[src/rtl/daqesd_pkg.sv]
// Shared types and constants for the event stream decoder.
`timescale 1ns / 1ps

package daqesd_pkg;

    localparam int HDR_LEN = 32;
    localparam int HDR_POS_W = $clog2(HDR_LEN);
    localparam logic [HDR_POS_W-1:0] LAST_HDR_POS = HDR_POS_W'(HDR_LEN - 1);
    localparam logic [2:0] LAST_PHASE = 3'd5;
    localparam logic [23:0] IDX_MAX = 24'hFF_FFFF;

    typedef enum logic [1:0] {
        REC_HEADER   = 2'd0,
        REC_SPECTRUM = 2'd1,
        REC_WAVEFORM = 2'd2
    } rec_kind_t;

    typedef logic [HDR_LEN-1:0][7:0] hdr_bytes_t;

    typedef struct packed {
        logic [31:0] ltn;
        logic [7:0]  chan;
        logic [15:0] run;
        logic [7:0]  ttype;
        logic [7:0]  mod_id;
        logic [31:0] tcb_count;
        logic [33:0] tcb_time;
        logic [31:0] pattern;
        logic [57:0] gate;
        logic [31:0] body_len;
        logic        fresh;
        logic        mism;
    } hdr_info_t;

endpackage

[src/rtl/daqesd_hdr_calc.sv]
// Header field decode: times, body length and trigger flags.
`timescale 1ns / 1ps

module daqesd_hdr_calc
    import daqesd_pkg::*;
(
    input  hdr_bytes_t  hdr,
    input  logic [31:0] prev_trig,
    input  logic [57:0] prev_gate,
    input  logic        have_prev,
    output hdr_info_t   info
);

    logic [23:0] tcb_coarse;
    logic [47:0] gate_coarse;
    logic [33:0] tcb_x;
    logic [57:0] gate_x;
    logic [31:0] ev_len;

    assign tcb_coarse  = {hdr[14], hdr[13], hdr[12]};
    assign gate_coarse = {hdr[31], hdr[30], hdr[29], hdr[28], hdr[27], hdr[26]};
    assign tcb_x       = {10'd0, tcb_coarse};
    assign gate_x      = {10'd0, gate_coarse};
    assign ev_len      = {hdr[3], hdr[2], hdr[1], hdr[0]};

    always_comb
    begin
        info.ltn       = {hdr[20], hdr[19], hdr[18], hdr[17]};
        info.chan      = hdr[16];
        info.run       = {hdr[5], hdr[4]};
        info.ttype     = hdr[6];
        info.mod_id    = hdr[15];
        info.tcb_count = {hdr[10], hdr[9], hdr[8], hdr[7]};
        // x * 1000 = x * 1024 - x * 16 - x * 8
        info.tcb_time  = {23'd0, hdr[11], 3'd0} + (tcb_x << 10) - (tcb_x << 4)
                         - (tcb_x << 3);
        info.pattern   = {hdr[24], hdr[23], hdr[22], hdr[21]};
        info.gate      = {47'd0, hdr[25], 3'd0} + (gate_x << 10) - (gate_x << 4)
                         - (gate_x << 3);
        info.body_len  = (ev_len > 32'(HDR_LEN)) ? ev_len - 32'(HDR_LEN) : 32'd0;
        info.fresh     = !have_prev || (info.ltn != prev_trig);
        info.mism      = !info.fresh && (info.gate != prev_gate);
    end

endmodule

[src/rtl/daq_event_stream_decoder.sv]
// Top level of the digitizer event stream decoder.
`timescale 1ns / 1ps

// Takes one stream byte per clock while byte_stall is low, and gives at
// most one record per byte, registered in the cycle after the byte is taken.
// The 32nd byte of each event yields the header record; body bytes then
// yield spectrum records (channel 0, one per 6-byte group, at most 32) or
// waveform samples (one per byte pair). The only hold on the byte side
// comes from the single output register: byte_stall is high while a record
// waits there and record_stall is high. There is no startup delay after reset.
module daq_event_stream_decoder
    import daqesd_pkg::*;
(
    input  logic               clk,
    input  logic               rst_n,
    input  logic               byte_valid,
    output logic               byte_stall,
    input  logic [7:0]         stream_byte,
    output logic               record_valid,
    input  logic               record_stall,
    output logic [1:0]         record_kind,
    output logic [31:0]        trigger_number,
    output logic [7:0]         channel,
    output logic [15:0]        run_id,
    output logic [7:0]         trig_kind,
    output logic [7:0]         module_id,
    output logic [31:0]        tcb_trigger_count,
    output logic [33:0]        tcb_time,
    output logic [31:0]        trigger_pattern,
    output logic [57:0]        gate_time,
    output logic signed [24:0] amplitude,
    output logic [23:0]        detail
);

    logic [7:0] hdr_reg [HDR_LEN-1];

    logic                 in_body_reg, in_body_next;
    logic [HDR_POS_W-1:0] hdr_pos_reg, hdr_pos_next;
    logic [31:0]          remaining_reg, remaining_next;
    logic [2:0]           phase_reg, phase_next;
    logic [5:0]           group_reg, group_next;
    logic [39:0]          asm_reg, asm_next;
    logic [23:0]          sample_reg, sample_next;
    logic [31:0]          prev_trig_reg, prev_trig_next;
    logic [57:0]          prev_gate_reg, prev_gate_next;
    logic                 have_prev_reg, have_prev_next;

    logic                 out_valid_reg;
    rec_kind_t            kind_reg, kind_next;
    logic [31:0]          ltn_reg, ltn_next;
    logic [7:0]           chan_reg, chan_next;
    logic [15:0]          run_reg, run_next;
    logic [7:0]           ttype_reg, ttype_next;
    logic [7:0]           mod_reg, mod_next;
    logic [31:0]          tcbcnt_reg, tcbcnt_next;
    logic [33:0]          tcbt_reg, tcbt_next;
    logic [31:0]          pat_reg, pat_next;
    logic [57:0]          gate_reg, gate_next;
    logic signed [24:0]   amp_reg, amp_next;
    logic [23:0]          det_reg, det_next;

    logic       accept;
    logic       emit;
    logic       hdr_we;
    hdr_bytes_t hdr_view;
    hdr_info_t  info;

    assign byte_stall = out_valid_reg && record_stall;
    assign accept     = byte_valid && !byte_stall;

    always_comb
    begin
        for (int i = 0; i < HDR_LEN - 1; i++)
        begin
            hdr_view[i] = hdr_reg[i];
        end
        hdr_view[HDR_LEN-1] = stream_byte;
    end

    daqesd_hdr_calc u_hdr_calc (
        .hdr       (hdr_view),
        .prev_trig (prev_trig_reg),
        .prev_gate (prev_gate_reg),
        .have_prev (have_prev_reg),
        .info      (info)
    );

    always_comb
    begin
        in_body_next   = in_body_reg;
        hdr_pos_next   = hdr_pos_reg;
        remaining_next = remaining_reg;
        phase_next     = phase_reg;
        group_next     = group_reg;
        asm_next       = asm_reg;
        sample_next    = sample_reg;
        prev_trig_next = prev_trig_reg;
        prev_gate_next = prev_gate_reg;
        have_prev_next = have_prev_reg;
        hdr_we         = 1'b0;
        emit           = 1'b0;

        kind_next   = REC_HEADER;
        ltn_next    = info.ltn;
        chan_next   = info.chan;
        run_next    = '0;
        ttype_next  = '0;
        mod_next    = '0;
        tcbcnt_next = '0;
        tcbt_next   = '0;
        pat_next    = '0;
        gate_next   = '0;
        amp_next    = '0;
        det_next    = '0;

        if (accept)
        begin
            if (!in_body_reg)
            begin
                if (hdr_pos_reg != LAST_HDR_POS)
                begin
                    hdr_we       = 1'b1;
                    hdr_pos_next = hdr_pos_reg + 1'b1;
                end
                else
                begin
                    hdr_pos_next   = '0;
                    remaining_next = info.body_len;
                    in_body_next   = (info.body_len != 32'd0);
                    phase_next     = '0;
                    group_next     = '0;
                    asm_next       = '0;
                    sample_next    = '0;
                    if (info.fresh)
                    begin
                        prev_trig_next = info.ltn;
                        prev_gate_next = info.gate;
                        have_prev_next = 1'b1;
                    end
                    emit        = 1'b1;
                    kind_next   = REC_HEADER;
                    run_next    = info.run;
                    ttype_next  = info.ttype;
                    mod_next    = info.mod_id;
                    tcbcnt_next = info.tcb_count;
                    tcbt_next   = info.tcb_time;
                    pat_next    = info.pattern;
                    gate_next   = info.gate;
                    det_next    = {22'd0, info.mism, info.fresh};
                end
            end
            else
            begin
                if (info.chan == 8'd0)
                begin
                    case (phase_reg)
                        3'd0:    asm_next = {32'd0, stream_byte};
                        3'd1:    asm_next[15:8]  = stream_byte;
                        3'd2:    asm_next[23:16] = stream_byte;
                        3'd3:    asm_next[31:24] = stream_byte;
                        3'd4:    asm_next[39:32] = stream_byte;
                        default: asm_next = asm_reg;
                    endcase
                    if (phase_reg == LAST_PHASE)
                    begin
                        phase_next = '0;
                        if (!group_reg[5])
                        begin
                            emit       = 1'b1;
                            kind_next  = REC_SPECTRUM;
                            chan_next  = {3'd0, group_reg[4:0]};
                            amp_next   = {1'b0, asm_reg[23:0]};
                            det_next   = {stream_byte, asm_reg[39:24]};
                            group_next = group_reg + 1'b1;
                        end
                    end
                    else
                    begin
                        phase_next = phase_reg + 1'b1;
                    end
                end
                else
                begin
                    phase_next = {2'd0, ~phase_reg[0]};
                    if (!phase_reg[0])
                    begin
                        asm_next = {32'd0, stream_byte};
                    end
                    else
                    begin
                        emit      = 1'b1;
                        kind_next = REC_WAVEFORM;
                        amp_next  = 25'(signed'({stream_byte, asm_reg[7:0]}));
                        det_next  = sample_reg;
                        if (sample_reg != IDX_MAX)
                        begin
                            sample_next = sample_reg + 1'b1;
                        end
                    end
                end

                if (remaining_reg == 32'd1)
                begin
                    in_body_next   = 1'b0;
                    remaining_next = '0;
                end
                else
                begin
                    remaining_next = remaining_reg - 1'b1;
                end
            end
        end
    end

    always_ff @(posedge clk)
    begin
        if (hdr_we)
        begin
            hdr_reg[hdr_pos_reg] <= stream_byte;
        end
    end

    always_ff @(posedge clk or negedge rst_n)
    begin
        if (!rst_n)
        begin
            in_body_reg   <= 1'b0;
            hdr_pos_reg   <= '0;
            remaining_reg <= '0;
            phase_reg     <= '0;
            group_reg     <= '0;
            asm_reg       <= '0;
            sample_reg    <= '0;
            prev_trig_reg <= '0;
            prev_gate_reg <= '0;
            have_prev_reg <= 1'b0;
            out_valid_reg <= 1'b0;
        end
        else
        begin
            in_body_reg   <= in_body_next;
            hdr_pos_reg   <= hdr_pos_next;
            remaining_reg <= remaining_next;
            phase_reg     <= phase_next;
            group_reg     <= group_next;
            asm_reg       <= asm_next;
            sample_reg    <= sample_next;
            prev_trig_reg <= prev_trig_next;
            prev_gate_reg <= prev_gate_next;
            have_prev_reg <= have_prev_next;
            if (!out_valid_reg || !record_stall)
            begin
                out_valid_reg <= accept && emit;
            end
        end
    end

    // Load the result register only when it is free and a record is made.
    always_ff @(posedge clk)
    begin
        if ((!out_valid_reg || !record_stall) && accept && emit)
        begin
            kind_reg   <= kind_next;
            ltn_reg    <= ltn_next;
            chan_reg   <= chan_next;
            run_reg    <= run_next;
            ttype_reg  <= ttype_next;
            mod_reg    <= mod_next;
            tcbcnt_reg <= tcbcnt_next;
            tcbt_reg   <= tcbt_next;
            pat_reg    <= pat_next;
            gate_reg   <= gate_next;
            amp_reg    <= amp_next;
            det_reg    <= det_next;
        end
    end

    assign record_valid      = out_valid_reg;
    assign record_kind       = kind_reg;
    assign trigger_number    = ltn_reg;
    assign channel           = chan_reg;
    assign run_id            = run_reg;
    assign trig_kind         = ttype_reg;
    assign module_id         = mod_reg;
    assign tcb_trigger_count = tcbcnt_reg;
    assign tcb_time          = tcbt_reg;
    assign trigger_pattern   = pat_reg;
    assign gate_time         = gate_reg;
    assign amplitude         = amp_reg;
    assign detail            = det_reg;

endmodule
[config.mk]
export PLATFORM = sky130hd
export DESIGN_NAME = daq_event_stream_decoder
export DESIGN_NICKNAME = d
export VERILOG_FILES = /design/src/rtl/daqesd_pkg.sv /design/src/rtl/daqesd_hdr_calc.sv /design/src/rtl/daq_event_stream_decoder.sv
export SDC_FILE = /design/constraint.sdc
export NUM_CORES = 1
export LEC_CHECK = 0
export BUFFER_PORTS_ARGS = -buffer_cell sky130_fd_sc_hd__buf_2
export CORE_ASPECT_RATIO = 2
export CORE_MARGIN = 5
export CORE_UTILIZATION = 45
export DETAILED_ROUTE_END_ITERATION = 8
export PLACE_DENSITY = 0.66
export RECOVER_POWER = 100
export SYNTH_ARGS = -nofsm -noshare
export SYNTH_HDL_FRONTEND = slang
export SYNTH_SLANG_ARGS = --single-unit
export TNS_END_PERCENT = 50
[constraint.sdc]
create_clock -name clk -period 19.15 [get_ports clk]
set_input_delay 0.9575 -clock clk [delete_from_list [all_inputs] [get_ports clk]]
set_output_delay 0.9575 -clock clk [all_outputs]
set_load 0.03 [all_outputs]
==> results.txt <==
- Actual slew at the worst max-slew pin: around 5700 ps
* Pin count of the biggest net entering global routing: roughly 150
- Initial core utilization: a little under half
- Cell variety after synth: approximately 120
- Slew Limit Fails: 1222
* Total die area: around 90000 um^2
- After synthesis, the share of flip-flops with an asynchronous set or reset is approximately 28%.
- The cell count after synthesis came out at 3123.
* Number of antenna violations at the first check in global routing: 3
- Width of the die: ~210 um
- STA classifies the critical path endpoint as a flop.
* Layout-stage area growth over the synthesis result: 10.5%
* Routed WL per cell: about 24 um
- The first routing iteration left about 1700 violations.
- Count of flip-flops with a built-in enable after synthesis: around 520
- TritonCTS clock tree: yes
- Setup repair after global routing left no endpoint under its margin.
- Leaving out filler cells and counting taps, the final layout contains 4477.
* Relative max-transition margin: -277%
- Count of instances resized after the clock tree is built: 0
- DIE HEIGHT: 415 um
- Count of pins on the block boundary: roughly 300
- The worst setup path is of the reg -> reg kind.
- Global routing consumed, over all layers together, ~24% of the routing resources.
- Power per unit of standard cell area: between 100 and 150 nW/um^2
- The congestion estimate from routability-driven global placement came to about 0.99.
* Required arrival time at the worst endpoint: approximately 19000 ps
* Number of flip-flops under the largest register name: 248
- The count of nets left with antenna violations once routing finished came out at 0.
- Data arrives at the worst endpoint at 10190 ps.
* Maximum buffer depth of the clock tree: 3
- Combinational group share of total power: between 30% and 40%
* Total placed instance area: a little under 40000 um^2
* Port Buffers: ~290
- Cell internal power was estimated by the tool at just over 0.003 W.
* Commonest non-fill, non-tap cell in the layout: sky130_fd_sc_hd__edfxtp_1
* Total overflow reported by the global router: 0
- Buffers inserted to repair hold after CTS numbered 0.
* Via count: roughly 25000
- Post-CTS setup buffers: 0
* Post-Synthesis Cell Area: between 30000 and 40000 um^2
- Result of the run: finished, violations left
* Net Sw Frac: between 30% and 40%
- The Yosys step of the flow raised 0 warnings.
- Clock latency reported for the late side of the worst-skew pair: about 680 ps
- Startpoint types: flop
- In the routed design, unresolved DRC markers number 0.
- Detailed placement ended at an HPWL of a little under 80000 um.
- The first global-routing pass estimated around 160000 um of wire.
- Cells fill between 50% and 60% of the core in the end.
- Summed over all cells, the static leakage comes to between 15 and 20 nW.
- Per-instance average area after synthesis: around 12 um^2
- In this run, placement finished with an instance count of between 4000 and 5000.
- Proportion of synthesized chip area in sequential cells: 56.1%
* Post-route setup TNS: 0 ps
- The total count of hold-check failures in the final report was 0.
- Highest Clock Rate: 99.8 MHz
- In this run, flip-flops and latches consume a little over two fifths of the power.
- sky130_fd_sc_hd__edfxtp_1 takes more of the synthesized area than any other cell.
- Worst VDD drop: 0.0726 mV
- The initialized floorplan defines about 150 standard-cell rows.
- For the finished layout, the period the worst path requires is ~10000 ps.
* Clock slew at the register clock pins of the worst setup and hold paths: approximately 70 ps
* Worst Hold Margin: ~470 ps
- Across the routed clock network, the largest skew measured is around 57 ps.
* Clock Power Share: about a quarter
* Number of synthesized register bits: roughly 720
* Net switching component of the power: approximately 0.0018 W
- Max-cap violations in this run came to 27.
* Final nets: 3637
- CTS H-tree lvls: 2
- Violations in the final reports: max-capacitance violations, max-slew violations
* Clk Tree Root Cell: sky130_fd_sc_hd__clkbuf_16
- With fillers left out, the area of the finished cells amounts to approximately 41000 um^2.
* Number of detailed-route iterations in the first pass: 6
- The library cells used most frequently in the layout, excluding fill and tap cells, are 521 x sky130_fd_sc_hd__edfxtp_1, 313 x sky130_fd_sc_hd__clkbuf_1, 279 x sky130_fd_sc_hd__nand2_1.
- The most used flip-flop cell after synthesis is sky130_fd_sc_hd__edfxtp_1.
- Via count of the first global-routing pass: ~25000
* Total setup violations reported at the end of the flow: 0
- Share of cells above drive strength 1: ~5.4%
- The final critical path takes up 52.3% of the cycle.
* Core area: 81300 um^2
* Portion of synthesized cell area occupied by the leading cell type: between 40% and 50%
* Worst Path Max Fanout: 67
- Final wirelength: approximately 110000 um
- Number of clock sinks: between 700 and 800
- In this run, CTS created clock tree buffers numbering 60.
* Via density: around 5.6
* Path type of the worst min-delay path: reg -> reg
* Ranking of synthesized cells by area: sky130_fd_sc_hd__edfxtp_1 42%, sky130_fd_sc_hd__dfrtp_1 14%, sky130_fd_sc_hd__ha_1 6.1%, sky130_fd_sc_hd__fa_1 3.9%, sky130_fd_sc_hd__nand2_1 2.8%
-- power by group through the flow --
| stage | registers [W] | logic, W | clock network [W] |
|---|---|---|---|
| 6_report | 0.00210 | 0.00153 | 0.00128 |
| 4_1_cts | 0.00209 | 0.00157 | 0.00130 |
| 2_1_floorplan | 0.00224 | 0.000928 | 0 |
| 5_1_grt | 0.00212 | 0.00166 | 0.00136 |
| 3_3_place_gp | 0.00211 | 0.00156 | 0 |
| 3_5_place_dp | 0.00212 | 0.00156 | 0 |
-- cell type report --
type | instances | area, um^2
repair buffers | 309 | 1180
inverters | 198 | 743
well taps | 1050 | 1310
diodes | 1 | 2.50
fillers | 7334 | 40600
multi-input cells | 2084 | 14800
flip-flops and latches | 721 | 20600
clock buffers | 75 | 1620
clock inverters | 39 | 409
-- worst max-delay path, stage by stage, from the launching register on --
cell and delay (ps):
sky130_fd_sc_hd__dfrtp_1 440, sky130_fd_sc_hd__ha_1 210, sky130_fd_sc_hd__and3_1 160, sky130_fd_sc_hd__ha_1 130, sky130_fd_sc_hd__clkbuf_1 520, sky130_fd_sc_hd__nand3_1 2100
sky130_fd_sc_hd__nand2_1 3270, sky130_fd_sc_hd__clkbuf_1 2580
-- routing by layer --
| layer | up-vias | track usage [%] | wire (um) |
|---|---|---|---|
| met5 | - | 0 | 0 |
| met4 | 0 | 13.9 | 7680 |
| met3 | 266 | 2.44 | 5010 |
| met2 | 771 | 45.6 | 58800 |
| met1 | 12300 | 25.7 | 37000 |
| li1 | 11600 | - | - |
-- path summary, 6_finish.rpt --
kind                                                  to  cells after the start                  startpoint  slack (ps)
setup / recovery             gate_time[50]$_SDFFCE_PP0P_                      7  hdr_pos_reg[1]$_DFFE_PN0P_        9130
hold / removal                   asm_reg[31]$_DFFE_PN0P_                      2     asm_reg[31]$_DFFE_PN0P_         470
setup reg to reg             gate_time[50]$_SDFFCE_PP0P_                      7  hdr_pos_reg[1]$_DFFE_PN0P_        9130
hold reg to reg                  asm_reg[31]$_DFFE_PN0P_                      2     asm_reg[31]$_DFFE_PN0P_         470
max in group asynchronous  prev_gate_reg[10]$_DFFE_PN0P_                      2                       rst_n       11690
min in group asynchronous        asm_reg[14]$_DFFE_PN0P_                      1                       rst_n        2370
-- logic make-up (layout without fill, tap and decap cells) --
group	count (synthesis)	after routing	share of synthesized area (%)
flip-flops	721	721	56.1
XOR/XNOR	204	204	5.40
buffers and inverters	323	621	3.72
other	1	7	0.0102
AO/OA/AOI/OAI	588	588	10.4
AND/OR/NAND/NOR	993	993	13.2
adder cells (fa/ha/maj)	251	251	9.99
multiplexers	42	42	1.27
-- through the flow --
stage	total power, W	setup WS [ps]
finish	0.00491	9130
global route	0.00514	8120
CTS	0.00496	13660
detailed placement	0.00368	13140
global placement	0.00367	13170
floorplan	0.00317	10450
-- synth_stat cells (14+ instances only) --
| cell | instances |
|---|---|
| sky130_fd_sc_hd__edfxtp_1 | 521 |
| sky130_fd_sc_hd__nand2_1 | 279 |
| sky130_fd_sc_hd__nor2_1 | 260 |
| sky130_fd_sc_hd__dfrtp_1 | 200 |
| sky130_fd_sc_hd__inv_1 | 198 |
| sky130_fd_sc_hd__o21ai_0 | 189 |
| sky130_fd_sc_hd__ha_1 | 179 |
| sky130_fd_sc_hd__a21oi_1 | 145 |
| sky130_fd_sc_hd__and2_1 | 115 |
| sky130_fd_sc_hd__xor2_1 | 114 |
| sky130_fd_sc_hd__clkbuf_1 | 85 |
| sky130_fd_sc_hd__xnor2_1 | 76 |
| sky130_fd_sc_hd__fa_1 | 72 |
| sky130_fd_sc_hd__nand3_1 | 61 |
| sky130_fd_sc_hd__nor3_1 | 58 |
| sky130_fd_sc_hd__a22o_1 | 38 |
| sky130_fd_sc_hd__mux2_2 | 37 |
| sky130_fd_sc_hd__a21o_1 | 36 |
| sky130_fd_sc_hd__nand4_1 | 35 |
| sky130_fd_sc_hd__nor4_1 | 35 |
| sky130_fd_sc_hd__or3_1 | 28 |
| sky130_fd_sc_hd__nand2b_1 | 22 |
| sky130_fd_sc_hd__o31ai_1 | 17 |
| sky130_fd_sc_hd__a211oi_1 | 16 |
| sky130_fd_sc_hd__and3_1 | 14 |
Power figures use the tool's default switching activity.
